[config.mk]
export PLATFORM = sky130hd
export DESIGN_NAME = delta_list_timer_queue
export DESIGN_NICKNAME = d
export VERILOG_FILES = /design/src/design/tq_pkg.sv /design/src/design/tq_mem.sv /design/src/design/tq_ctrl.sv /design/src/design/delta_list_timer_queue.sv
export SDC_FILE = /design/constraint.sdc
export NUM_CORES = 2
export LEC_CHECK = 0
export CORE_ASPECT_RATIO = 2
export CORE_MARGIN = 2
export CORE_UTILIZATION = 60
export DETAILED_ROUTE_END_ITERATION = 10
export DONT_BUFFER_PORTS = 1
export PLACE_DENSITY = 0.76
export SETUP_SLACK_MARGIN = 0.05
export SKIP_CTS_REPAIR_TIMING = 1
export SLEW_MARGIN = 20
export SYNTH_ARGS = -nofsm -noshare
export SYNTH_HDL_FRONTEND = slang
export SYNTH_HIERARCHICAL = 1
export SYNTH_SLANG_ARGS = --single-unit
export TNS_END_PERCENT = 30
[constraint.sdc]
create_clock -name clk -period 8.8 [get_ports clk]
set_clock_uncertainty 0.05 [all_clocks]
set_input_delay 0 -clock clk [delete_from_list [all_inputs] [get_ports clk]]
set_output_delay 0 -clock clk [all_outputs]
set_load 0.02 [all_outputs]
[src/design/tq_pkg.sv]
// ----------------------------------------------------------------------------
// tq_pkg
// types, codes and sizes shared by the delta list timer queue
// ----------------------------------------------------------------------------
`default_nettype none

package tq_pkg;

    localparam int ENTRIES = 16;
    localparam int IDX_W   = $clog2(ENTRIES);
    localparam int CNT_W   = $clog2(ENTRIES + 1);
    localparam int SEQ_W   = 16;
    localparam int DLY_W   = 32;

    typedef enum logic [1:0] {
        FN_INSERT = 2'd0,
        FN_CANCEL = 2'd1,
        FN_POP    = 2'd2,
        FN_TICK   = 2'd3
    } func_t;

    typedef enum logic [2:0] {
        ST_OK       = 3'd0,
        ST_DUP      = 3'd1,
        ST_NOTFOUND = 3'd2,
        ST_EMPTY    = 3'd3,
        ST_FULL     = 3'd4
    } status_t;

    typedef enum logic [2:0] {
        S_IDLE,
        S_WALK,
        S_NEW,
        S_SUCC,
        S_PRED,
        S_HEAD_RD,
        S_RESP
    } state_t;

    typedef struct packed {
        logic [SEQ_W-1:0] seq;
        logic [DLY_W-1:0] delta;
        logic [IDX_W-1:0] link;
    } entry_t;

    typedef struct packed {
        logic             en;
        logic [IDX_W-1:0] addr;
        entry_t           data;
    } mem_wr_t;

    typedef struct packed {
        logic             en;
        logic [IDX_W-1:0] addr;
    } mem_rd_t;

    typedef struct packed {
        status_t          status;
        logic             expired;
        logic [SEQ_W-1:0] head_seq;
        logic [CNT_W-1:0] count;
    } result_t;

endpackage

`default_nettype wire

[src/design/tq_mem.sv]
// ----------------------------------------------------------------------------
// tq_mem
// entry store: one write port, one read port with registered read data
// ----------------------------------------------------------------------------
`default_nettype none

module tq_mem (
    input  wire             clk,
    input  tq_pkg::mem_wr_t wr,
    input  tq_pkg::mem_rd_t rd,
    output tq_pkg::entry_t  rdata
);
    import tq_pkg::*;

    entry_t mem [ENTRIES];

    // write port
    always_ff @(posedge clk)
    begin
        if (wr.en)
        begin
            mem[wr.addr] <= wr.data;
        end
    end

    // read port, registered read data
    always_ff @(posedge clk)
    begin
        if (rd.en)
        begin
            rdata <= mem[rd.addr];
        end
    end

endmodule

`default_nettype wire

[src/design/tq_ctrl.sv]
// ----------------------------------------------------------------------------
// tq_ctrl
// sequencer: walks the linked list in memory and patches entries back
// ----------------------------------------------------------------------------
`default_nettype none

module tq_ctrl (
    input  wire                     clk,
    input  wire                     rst_n,
    input  wire                     in_valid,
    output logic                    in_ready,
    input  wire  [1:0]              func,
    input  wire  [tq_pkg::SEQ_W-1:0] seq,
    input  wire  [tq_pkg::DLY_W-1:0] delay,
    output logic                    res_valid,
    input  wire                     res_ready,
    output tq_pkg::result_t         res,
    output tq_pkg::mem_wr_t         mem_wr,
    output tq_pkg::mem_rd_t         mem_rd,
    input  tq_pkg::entry_t          rdata
);
    import tq_pkg::*;

    state_t           state_reg, state_next;
    func_t            func_reg, func_next;
    logic [SEQ_W-1:0] seq_reg, seq_next;
    logic [DLY_W-1:0] delay_reg, delay_next;
    status_t          status_reg, status_next;
    logic [IDX_W-1:0] head_reg, head_next;
    logic [CNT_W-1:0] count_reg, count_next;
    logic [ENTRIES-1:0] used_reg, used_next;
    logic [IDX_W-1:0] cur_reg, cur_next;
    logic [CNT_W-1:0] pos_reg, pos_next;
    logic [CNT_W-1:0] len_reg, len_next;
    logic [DLY_W-1:0] sum_reg, sum_next;
    logic             dup_reg, dup_next;
    logic             brk_reg, brk_next;
    logic             found_reg, found_next;
    logic             hp_reg, hp_next;
    logic             act_reg, act_next;
    logic [IDX_W-1:0] prev_slot_reg, prev_slot_next;
    entry_t           prev_word_reg, prev_word_next;
    logic [IDX_W-1:0] succ_slot_reg, succ_slot_next;
    entry_t           succ_word_reg, succ_word_next;
    logic [IDX_W-1:0] tgt_slot_reg, tgt_slot_next;
    entry_t           tgt_word_reg, tgt_word_next;
    logic [CNT_W-1:0] tgt_pos_reg, tgt_pos_next;
    logic [IDX_W-1:0] free_reg, free_next;

    logic             accept;
    logic             walk_more;
    logic [IDX_W-1:0] free_slot;
    logic [DLY_W-1:0] new_delta;
    logic [DLY_W:0]   run_end;
    logic             match;

    assign accept    = in_valid && in_ready;
    assign walk_more = (pos_reg + 1'b1) < len_reg;
    assign new_delta = delay_reg - sum_reg;
    assign run_end   = {1'b0, sum_reg} + {1'b0, rdata.delta};
    assign match     = (func_reg == FN_CANCEL) ? (rdata.seq == seq_reg)
                                               : (pos_reg == '0);

    // lowest free slot
    always_comb
    begin
        free_slot = '0;
        for (int i = ENTRIES - 1; i >= 0; i--)
        begin
            if (!used_reg[i])
            begin
                free_slot = IDX_W'(i);
            end
        end
    end

    // next state
    always_comb
    begin
        state_next = state_reg;
        case (state_reg)
            S_IDLE:
            begin
                if (in_valid)
                begin
                    if (count_reg != '0)
                    begin
                        state_next = S_WALK;
                    end
                    else if (func_t'(func) == FN_INSERT)
                    begin
                        state_next = S_NEW;
                    end
                    else
                    begin
                        state_next = S_HEAD_RD;
                    end
                end
            end
            S_WALK:
            begin
                if (!walk_more)
                begin
                    state_next = S_NEW;
                end
            end
            S_NEW:     state_next = S_SUCC;
            S_SUCC:    state_next = S_PRED;
            S_PRED:    state_next = S_HEAD_RD;
            S_HEAD_RD: state_next = S_RESP;
            S_RESP:
            begin
                if (res_ready)
                begin
                    state_next = S_IDLE;
                end
            end
            default:   state_next = S_IDLE;
        endcase
    end

    // outputs: handshake, memory ports, result
    always_comb
    begin
        in_ready    = 1'b0;
        res_valid   = 1'b0;
        mem_rd.en   = 1'b0;
        mem_rd.addr = head_reg;
        mem_wr.en   = 1'b0;
        mem_wr.addr = tgt_slot_reg;
        mem_wr.data = tgt_word_reg;
        case (state_reg)
            S_IDLE:
            begin
                in_ready  = 1'b1;
                mem_rd.en = 1'b1;
            end
            S_WALK:
            begin
                mem_rd.en   = walk_more;
                mem_rd.addr = rdata.link;
            end
            S_NEW:
            begin
                if (func_reg == FN_INSERT)
                begin
                    mem_wr.en   = !dup_reg && (count_reg != CNT_W'(ENTRIES));
                    mem_wr.addr = free_slot;
                    mem_wr.data.seq   = seq_reg;
                    mem_wr.data.delta = new_delta;
                    mem_wr.data.link  = brk_reg ? succ_slot_reg : '0;
                end
                else if (func_reg == FN_TICK)
                begin
                    mem_wr.en   = 1'b1;
                    mem_wr.data.delta = (tgt_word_reg.delta > delay_reg)
                                      ? tgt_word_reg.delta - delay_reg : '0;
                end
            end
            S_SUCC:
            begin
                mem_wr.addr = succ_slot_reg;
                mem_wr.data = succ_word_reg;
                if (func_reg == FN_INSERT)
                begin
                    mem_wr.en = act_reg && brk_reg;
                    mem_wr.data.delta = succ_word_reg.delta - new_delta;
                end
                else
                begin
                    // not the tail: count has already dropped by one
                    mem_wr.en = act_reg && (tgt_pos_reg != count_reg);
                    mem_wr.data.delta = succ_word_reg.delta + tgt_word_reg.delta;
                end
            end
            S_PRED:
            begin
                mem_wr.en   = act_reg && hp_reg;
                mem_wr.addr = prev_slot_reg;
                mem_wr.data = prev_word_reg;
                mem_wr.data.link = (func_reg == FN_INSERT) ? free_reg : tgt_word_reg.link;
            end
            S_HEAD_RD:
            begin
                mem_rd.en = 1'b1;
            end
            S_RESP:
            begin
                res_valid = 1'b1;
            end
            default:
            begin
                in_ready = 1'b0;
            end
        endcase

        res.status   = status_reg;
        res.count    = count_reg;
        res.expired  = (count_reg != '0) && (rdata.delta == '0);
        res.head_seq = (count_reg != '0) ? rdata.seq : '0;
    end

    // datapath next values
    always_comb
    begin
        func_next      = func_reg;
        seq_next       = seq_reg;
        delay_next     = delay_reg;
        status_next    = status_reg;
        head_next      = head_reg;
        count_next     = count_reg;
        used_next      = used_reg;
        cur_next       = cur_reg;
        pos_next       = pos_reg;
        len_next       = len_reg;
        sum_next       = sum_reg;
        dup_next       = dup_reg;
        brk_next       = brk_reg;
        found_next     = found_reg;
        hp_next        = hp_reg;
        act_next       = act_reg;
        prev_slot_next = prev_slot_reg;
        prev_word_next = prev_word_reg;
        succ_slot_next = succ_slot_reg;
        succ_word_next = succ_word_reg;
        tgt_slot_next  = tgt_slot_reg;
        tgt_word_next  = tgt_word_reg;
        tgt_pos_next   = tgt_pos_reg;
        free_next      = free_reg;

        case (state_reg)
            S_IDLE:
            begin
                if (accept)
                begin
                    func_next   = func_t'(func);
                    seq_next    = seq;
                    delay_next  = delay;
                    cur_next    = head_reg;
                    pos_next    = '0;
                    sum_next    = '0;
                    dup_next    = 1'b0;
                    brk_next    = 1'b0;
                    found_next  = 1'b0;
                    hp_next     = 1'b0;
                    act_next    = 1'b0;
                    status_next = ST_OK;
                    case (func_t'(func))
                        FN_INSERT: len_next = count_reg;
                        FN_CANCEL: len_next = count_reg;
                        FN_POP:    len_next = (count_reg > CNT_W'(1)) ? CNT_W'(2) : CNT_W'(1);
                        default:   len_next = CNT_W'(1);
                    endcase
                    if (count_reg == '0)
                    begin
                        if (func_t'(func) == FN_CANCEL)
                        begin
                            status_next = ST_NOTFOUND;
                        end
                        else if (func_t'(func) != FN_INSERT)
                        begin
                            status_next = ST_EMPTY;
                        end
                    end
                end
            end
            S_WALK:
            begin
                pos_next = pos_reg + 1'b1;
                cur_next = rdata.link;
                if (func_reg == FN_INSERT)
                begin
                    if (rdata.seq == seq_reg)
                    begin
                        dup_next = 1'b1;
                    end
                    if (!brk_reg)
                    begin
                        if (run_end > {1'b0, delay_reg})
                        begin
                            brk_next       = 1'b1;
                            succ_slot_next = cur_reg;
                            succ_word_next = rdata;
                        end
                        else
                        begin
                            sum_next       = run_end[DLY_W-1:0];
                            prev_slot_next = cur_reg;
                            prev_word_next = rdata;
                            hp_next        = 1'b1;
                        end
                    end
                end
                else if (func_reg == FN_TICK)
                begin
                    tgt_slot_next = cur_reg;
                    tgt_word_next = rdata;
                end
                else if (!found_reg)
                begin
                    if (match)
                    begin
                        found_next    = 1'b1;
                        tgt_slot_next = cur_reg;
                        tgt_word_next = rdata;
                        tgt_pos_next  = pos_reg;
                    end
                    else
                    begin
                        prev_slot_next = cur_reg;
                        prev_word_next = rdata;
                        hp_next        = 1'b1;
                    end
                end
                else if (pos_reg == tgt_pos_reg + 1'b1)
                begin
                    succ_slot_next = cur_reg;
                    succ_word_next = rdata;
                end
            end
            S_NEW:
            begin
                if (func_reg == FN_INSERT)
                begin
                    if (dup_reg)
                    begin
                        status_next = ST_DUP;
                    end
                    else if (count_reg == CNT_W'(ENTRIES))
                    begin
                        status_next = ST_FULL;
                    end
                    else
                    begin
                        act_next             = 1'b1;
                        free_next            = free_slot;
                        used_next[free_slot] = 1'b1;
                        count_next           = count_reg + 1'b1;
                        if (!hp_reg)
                        begin
                            head_next = free_slot;
                        end
                    end
                end
                else if (func_reg != FN_TICK && status_reg == ST_OK)
                begin
                    if (!found_reg)
                    begin
                        status_next = ST_NOTFOUND;
                    end
                    else
                    begin
                        act_next                = 1'b1;
                        used_next[tgt_slot_reg] = 1'b0;
                        count_next              = count_reg - 1'b1;
                        if (count_reg == CNT_W'(1))
                        begin
                            head_next = '0;
                        end
                        else if (!hp_reg)
                        begin
                            head_next = tgt_word_reg.link;
                        end
                    end
                end
            end
            default:
            begin
                act_next = act_reg;
            end
        endcase
    end

    // control registers
    always_ff @(posedge clk or negedge rst_n)
    begin
        if (!rst_n)
        begin
            state_reg <= S_IDLE;
            head_reg  <= '0;
            count_reg <= '0;
            used_reg  <= '0;
        end
        else
        begin
            state_reg <= state_next;
            head_reg  <= head_next;
            count_reg <= count_next;
            used_reg  <= used_next;
        end
    end

    // working registers
    always_ff @(posedge clk)
    begin
        func_reg      <= func_next;
        seq_reg       <= seq_next;
        delay_reg     <= delay_next;
        status_reg    <= status_next;
        cur_reg       <= cur_next;
        pos_reg       <= pos_next;
        len_reg       <= len_next;
        sum_reg       <= sum_next;
        dup_reg       <= dup_next;
        brk_reg       <= brk_next;
        found_reg     <= found_next;
        hp_reg        <= hp_next;
        act_reg       <= act_next;
        prev_slot_reg <= prev_slot_next;
        prev_word_reg <= prev_word_next;
        succ_slot_reg <= succ_slot_next;
        succ_word_reg <= succ_word_next;
        tgt_slot_reg  <= tgt_slot_next;
        tgt_word_reg  <= tgt_word_next;
        tgt_pos_reg   <= tgt_pos_next;
        free_reg      <= free_next;
    end

endmodule

`default_nettype wire

[src/design/delta_list_timer_queue.sv]
// pop, tick or cancel on an empty list skip the walk and the write-back
// insert and cancel walk every held entry, one per cycle
// pop walks up to two entries, tick one; the one read port of the list memory sets the pace
// one item at a time; the next input beat is taken once the result is registered
// reset: asynchronous, empties the list; entry contents stay undefined
// ----------------------------------------------------------------------------
// delta_list_timer_queue
// timer queue held as a delta list in a linked entry memory
// ----------------------------------------------------------------------------
`default_nettype none

module delta_list_timer_queue (
    input  wire                      clk,
    input  wire                      rst_n,
    input  wire                      in_valid,
    output logic                     in_ready,
    input  wire  [1:0]               func,
    input  wire  [tq_pkg::SEQ_W-1:0] seq,
    input  wire  [tq_pkg::DLY_W-1:0] delay,
    output logic                     out_valid,
    input  wire                      out_ready,
    output logic [2:0]               status,
    output logic                     expired,
    output logic [tq_pkg::SEQ_W-1:0] head_seq,
    output logic [tq_pkg::CNT_W-1:0] count
);
    import tq_pkg::*;

    mem_wr_t mem_wr;
    mem_rd_t mem_rd;
    entry_t  rdata;
    result_t res;
    logic    res_valid;
    logic    res_ready;
    logic    out_valid_reg, out_valid_next;
    result_t out_reg;

    tq_mem u_mem (
        .clk   (clk),
        .wr    (mem_wr),
        .rd    (mem_rd),
        .rdata (rdata)
    );

    tq_ctrl u_ctrl (
        .clk       (clk),
        .rst_n     (rst_n),
        .in_valid  (in_valid),
        .in_ready  (in_ready),
        .func      (func),
        .seq       (seq),
        .delay     (delay),
        .res_valid (res_valid),
        .res_ready (res_ready),
        .res       (res),
        .mem_wr    (mem_wr),
        .mem_rd    (mem_rd),
        .rdata     (rdata)
    );

    // output register
    assign res_ready = !out_valid_reg || out_ready;

    always_comb
    begin
        out_valid_next = out_valid_reg;
        if (res_ready)
        begin
            out_valid_next = res_valid;
        end
    end

    always_ff @(posedge clk or negedge rst_n)
    begin
        if (!rst_n)
        begin
            out_valid_reg <= 1'b0;
        end
        else
        begin
            out_valid_reg <= out_valid_next;
        end
    end

    always_ff @(posedge clk)
    begin
        if (res_ready && res_valid)
        begin
            out_reg <= res;
        end
    end

    assign out_valid = out_valid_reg;
    assign status    = out_reg.status;
    assign expired   = out_reg.expired;
    assign head_seq  = out_reg.head_seq;
    assign count     = out_reg.count;

endmodule

`default_nettype wire

Word level (Yosys, flattened, before mapping)
Memories as Yosys holds them, arrays and structs flattened. A register that Yosys moved wholly into a read port is not among the register bits.
Index checks and enable logic that the tools add are counted.
{"block": "word_totals", "ff_bits": 331, "memories": 1, "output_inout_bits": 27, "mem_bits_ro": 0, "latchBits": 0, "wordCells": 297, "ram_bits": 832}
{"block": "op_classes", "bitwise_logic": 8, "n_shift": 0, "n_mux": 140, "order_cmp": 8, "eq_ne": 49, "div_mod_pow": 0, "n_addsub": 9, "reduce_logical": 47, "n_mul": 0}
{"memory": "u_mem.mem", "words": 16, "word_bits": 52, "rd": 1, "rd_clocked_by_memory_dff": 1, "wr": 1, "line_no": "tq_mem.sv:15", "rtl": "entry_t mem [ENTRIES];"}
{"cell": "52-bit 2-to-1 mux", "count": 15}
{"cell": "32-bit 2-to-1 mux", "count": 8}
{"cell": "4-bit 2-to-1 mux", "count": 44}
{"cell": "57-bit one-hot mux with 3 select lines", "count": 1}
{"cell": "32-bit subtractor", "count": 3}
{"cell": "16-bit 2-to-1 mux", "count": 5}
{"cell": "32-bit one-hot mux with 2 select lines", "count": 1}
{"cell": "3-bit 2-to-1 mux", "count": 13}
{"cell": "2-bit != test (second input constant)", "count": 18}
{"cell": "32-bit by 32-bit adder with 33-bit output", "count": 1}
{"cell": "33-bit by 32-bit > comparator with 1-bit output", "count": 1}
{"cell": "32-bit adder", "count": 1}
{"cell": "32-bit > comparator", "count": 1}
{"cell": "32-bit zero test", "count": 1}
{"cell": "1-bit 2-to-1 mux", "count": 31}
{"cell": "5-bit 2-to-1 mux", "count": 6}
{"cell": "3-bit != test (second input constant)", "count": 7}
{"cell": "3-bit one-hot mux with 7 select lines", "count": 1}
{"cell": "20-bit 2-to-1 mux", "count": 1}
{"cell": "5-bit one-hot mux with 2 select lines", "count": 2}
{"cell": "5-bit AND reduction", "count": 4}
{"cell": "6-bit AND reduction", "count": 3}
{"cell": "16-bit AND", "count": 1}
{"cell": "16-bit == test", "count": 1}
{"cell": "other kinds (41)", "count": 91}

Longest topological paths before layout
{"block": "logic_depth", "word_depth": 24, "ltp_mapped": 24}

Hierarchy
Netlist, hierarchy kept.
{"module": "tq_mem", "area_each_um2": 32737.6, "instances": 1, "cells_each": 1344}
{"module": "tq_ctrl", "area_each_um2": 21698.3, "instances": 1, "cells_each": 2299}
{"module": "delta_list_timer_queue", "area_each_um2": 804.5, "instances": 1, "cells_each": 29}

Least setup slack after synthesis
OpenSTA, ideal clock, no wires.
{"block": "synth_timing", "kind": "register -> register", "startpoint": "register, netlist name u_mem/rdata[4]", "endpoint": "register u_ctrl.sum_reg[0] (enable)", "t_required_ns": 8.239, "path_stages_with_launch": 24, "slack_ns": 0.720, "t_arrival_ns": 7.519, "path_cell_list": "edfxtp_1 ha_1 inv_1 fa_1 nor2b_1 o21ai_0 a21boi_1 o31a_1 o211a_1 nor4_1 o31ai_1 a31oi_1 xnor2_1 ha_1 a21o_1 a21o_1 a21oi_1 nand2_1 a211oi_1 o21ai_0 a221o_1 a31oi_1 nand2_1 o41ai_1"}
{"block": "synth_between", "elab_chain_len": 4}
{"item": "32-bit by 32-bit adder with 33-bit output", "line_no": "tq_ctrl.sv:60", "rtl": "assign run_end = {1'b0, sum_reg} + {1'b0, rdata.delta};"}
{"item": "net u_ctrl.run_end[26]", "line_no": "tq_ctrl.sv:54", "rtl": "logic [DLY_W:0] run_end;"}
{"item": "33-bit by 32-bit > comparator with 1-bit output", "line_no": "tq_ctrl.sv:279", "rtl": "if (run_end > {1'b0, delay_reg})"}
{"item": "2-bit != test (no line)"}
{"item": "5-bit AND reduction (no line)"}
{"item": "end signal, assigned", "line_no": "tq_ctrl.sv:403", "rtl": "sum_reg <= sum_next;"}
{"item": "end, declared", "line_no": "tq_ctrl.sv:35", "rtl": "logic [DLY_W-1:0] sum_reg, sum_next;"}
The timed path passes the listed nets, and every way through them passes these cells.
A chain may end at the register's enable or synchronous reset.

Worst setup path in the final report
{"block": "layout_timing", "startpoint": "register, netlist name u_mem/rdata[4]", "endpoint": "register u_ctrl/prev_word_reg[4] (netlist name) (enable)"}
{"block": "layout_between", "elab_chain_len": 4}
{"item": "32-bit by 32-bit adder with 33-bit output", "line_no": "tq_ctrl.sv:60"}
{"item": "net u_ctrl.run_end[26]", "line_no": "tq_ctrl.sv:54"}
{"item": "33-bit by 32-bit > comparator with 1-bit output", "line_no": "tq_ctrl.sv:279"}
{"item": "2-bit != test (no line)"}
{"item": "6-bit AND reduction (no line)"}
{"item": "end signal, assigned", "line_no": "tq_ctrl.sv:410", "rtl": "prev_word_reg <= prev_word_next;"}
{"item": "end, declared", "line_no": "tq_ctrl.sv:42", "rtl": "entry_t prev_word_reg, prev_word_next;"}
The timed path passes the listed nets, and every way through them passes these cells.

==> out/metrics.cfg <==
[finish]
final_area_um2=61350
syn_to_final_growth_pct=11.06
largest_register_ffs=832
top_register=u_mem/mem
post_route_cells_drive_above_1_share_pct=13.59
nNetsFinal=4021

[worst_setup_path]
r2r-start=u_mem/rdata[4]
worst-setup-path-type=register to register
end_kind=register
crit_path_max_fanout=32
cp.required_ns=9.09
startpoint=u_mem/rdata[4]
rrSetupSlack_ns=1.53
timing.critical_path.from_type=register
crit_arrival_ns=7.55

[clock_tree]
cts_buffers=100
cts_root_buf=clkbuf_16
cts_tree=yes
worstSkewPairLatency_ns=0.71
cts.sink_count=1215
clkTransAtPathRegs_ns=0.07
cts_max_level=3
cts_buffer_depth=3

[logic_synthesis]
synthArstFlopShare_pct=2.387
syn_inst=3672
yosysWarnings=6
synth_ff_type=edfxtp_1
syn_area_um2=55240
synth_cell_types=91
ys_seq_area_share_pct=65.78
synth_edf_count=1186
synth_area_per_cell_um2=15.04
synth_nets=3899
ys_seq_elements=1215

[sta]
setup_slack_ns=1.534
worst_pin_slew_ns=1.213
drv_slew=0
min_period_ns=7.266
fmax_ghz=0.1376
hold_viol_final=0
grt_setup_unrepaired=false
tns_ns=0
setup_viol_count_final=0
maxSlewHeadroom_pct=18.82
timing.final.crit_share_pct=82.57

[drt]
ant_nets=0
drt_first_pass_iters=6
wl_um=153600
drc_errors=0
via_count=34720
drt_iter0_markers=4087
avgViaCountPerCell=6.845
wl_per_cell_um=30.28

[grt]
gr-total-overflow=0
antenna_found_initial=5
grt_first_pass_wirelength_um=223400
grt_pass1_vias=34990
grt_usage_pct=32.85
grt_max_degree=135

[placement]
io_buffers=0
preCtsSetupSlack_ns=1.683
hpwlAfterDp_um=94020
dpl_cell_area_um2=56910
place_congestion=0.9952

[floorplanning]
start_util_pct=60.48
fp.dieH_um=433.1
core_um2=91340
ios=81
die_w_um=218.6
die_area_um2=94660
num_rows=157

[min_path]
worst_hold_path_type=primary input to register
hold_path.startpoint=out_ready

[run]
max_cap_violations=0

[run_status]
status=finished, final reports clean

[pwr]
ir_worst_vdd_mv=0.4201
total_leakage_power_nw=20.92
power_density_nw_per_um2=366.5

## critical path, cell delays in order (launching register included)
cell	delay (ns)
edfxtp_1	0.46
ha_1	0.21
inv_1	0.06
fa_1	0.40
nor2b_1	0.11
o21ai_0	0.10
a21boi_1	0.32
o31a_1	0.29
o211a_1	0.27
nor4_1	0.11
o31ai_1	0.66
a31oi_1	0.19
xnor2_1	0.20
ha_1	0.27
a21o_1	0.16
a21o_1	0.17
a21oi_1	0.27
nand2_1	0.09
a211oi_1	0.20
o21ai_0	0.24
a221o_1	0.37
a31oi_1	0.31
nand4_1	0.19
nand2_2	0.59
buf_4	0.57
## per-stage QoR
| step | instances | total power [mW] | hold slack, ns | utilization, % |
|---|---|---|---|---|
| floorplan | 3672 | 14.85 | -0.3456 | - |
| global placement | 4778 | 17.56 | -0.3450 | 62.30 |
| detailed placement | 4778 | 17.72 | -0.3450 | 62.30 |
| CTS | 4964 | 22.31 | -1.110 | 65.92 |
| global route | 5071 | 23.42 | 0.04000 | 67.16 |
| finish | 5073 | 22.49 | 0.02995 | 67.17 |
## layout make-up
| class | count | area, um2 |
|---|---|---|
| Antenna cell | 3 | 7.507 |
| Clock buffer | 117 | 2649 |
| Clock inverter | 69 | 653.1 |
| Fill cell | 6122 | 29990 |
| Inverter | 121 | 454.2 |
| Multi-Input combinational cell | 2168 | 17920 |
| Sequential cell | 1215 | 36340 |
| Tap cell | 1192 | 1491 |
| Timing Repair Buffer | 188 | 1837 |
## synth_stat cells (all sizes together) (6+ instances only)
library cell	instances	area, um2
nand2	306	1149
a21o	74	555.5
a21boi	9	67.56
and3	19	128.9
xor2	76	665.6
and2	43	271.5
xnor2	95	832.1
o22ai	6	37.54
o21bai	13	97.59
nor2	173	651.9
a21oi	173	873.3
nor4	27	168.9
a222oi	21	210.2
ha	169	2115
clkbuf	123	467.9
o21a	15	112.6
or2	6	40.04
a31oi	24	150.1
nor3	38	195.2
o211ai	15	117.6
a211o	6	52.55
nand2b	36	232.7
or3	13	81.33
dfrtp	29	725.7
o21ai	162	810.8
o31ai	20	160.2
nand4	37	231.5
a2111oi	6	71.32
mux4	208	4684
a211oi	26	195.2
o41ai	10	87.58
edfxtp	1186	35610
inv	116	435.4
a221oi	28	245.2
a31o	7	61.31
buf	45	315.3
nand3b	7	52.55
a22oi	110	825.8
mux2i	7	70.07
nand3	57	285.3
nor2b	45	281.5
## metal layers
metal	up-vias	global-route usage, %	part of all wire [%]
li1	14700	-	-
met1	17290	36.78	33
met2	2114	56.34	51
met3	609	6.148	8.0
met4	4	22.97	8.2
met5	-	0	0.015
## report_power, final
part,total [mW],switching (mW),internal (mW)
logic,9.17,5.87,3.30
clock network,4.53,2.09,2.44
registers,8.78,0.552,8.23
total,22.5,8.52,14.0
## placed cells by master (no fill, tap or decap), types with 18 or more instances in the layout
| master | netlist | layout |
|---|---|---|
| nor2b_1 | 45 | 43 |
| clkinv_2 | 0 | 18 |
| clkbuf_16 | 0 | 102 |
| a222oi_1 | 21 | 21 |
| a31oi_1 | 24 | 23 |
| nor3_1 | 37 | 33 |
| nand4_1 | 37 | 37 |
| nand3_1 | 57 | 57 |
| dlygate4sd3_1 | 0 | 102 |
| nor4_1 | 27 | 25 |
| nand2_1 | 306 | 302 |
| clkinv_1 | 5 | 24 |
| o31ai_1 | 18 | 18 |
| a211oi_1 | 26 | 26 |
| o21ai_0 | 159 | 158 |
| a21oi_1 | 171 | 167 |
| a221oi_1 | 28 | 28 |
| edfxtp_1 | 1186 | 1186 |
| and2_1 | 42 | 39 |
| a22oi_1 | 110 | 110 |
| mux4_2 | 208 | 208 |
| buf_4 | 1 | 70 |
| xnor2_1 | 95 | 95 |
| a21o_1 | 74 | 74 |
| nand2b_1 | 35 | 35 |
| dfrtp_1 | 29 | 29 |
| nor2_1 | 172 | 155 |
| ha_1 | 169 | 169 |
| xor2_1 | 76 | 76 |
| inv_1 | 116 | 115 |
## worst paths after layout
path,endpoint,cells after the start
worst max-delay path,u_ctrl/prev_word_reg[4],24
worst min-delay path,out_valid,3
worst max register to register,u_ctrl/prev_word_reg[4],24
worst min register to register,u_ctrl/succ_slot_reg[1],0
max in group asynchronous,u_ctrl/head_reg[0],4
min in group asynchronous,u_ctrl/used_reg[5],4
## logic make-up after synthesis
logic type	Yosys count	share of synthesized area, %
adders and majority gates	174	3.991
and+or+nand+nor	823	7.065
muxes	217	8.648
DFF	1215	65.78
buffers and inverters	289	2.240
xor gates and xnor gates	171	2.711
AOI/OAI and AO/OA	783	9.561
(Power assumes the default switching activity.)
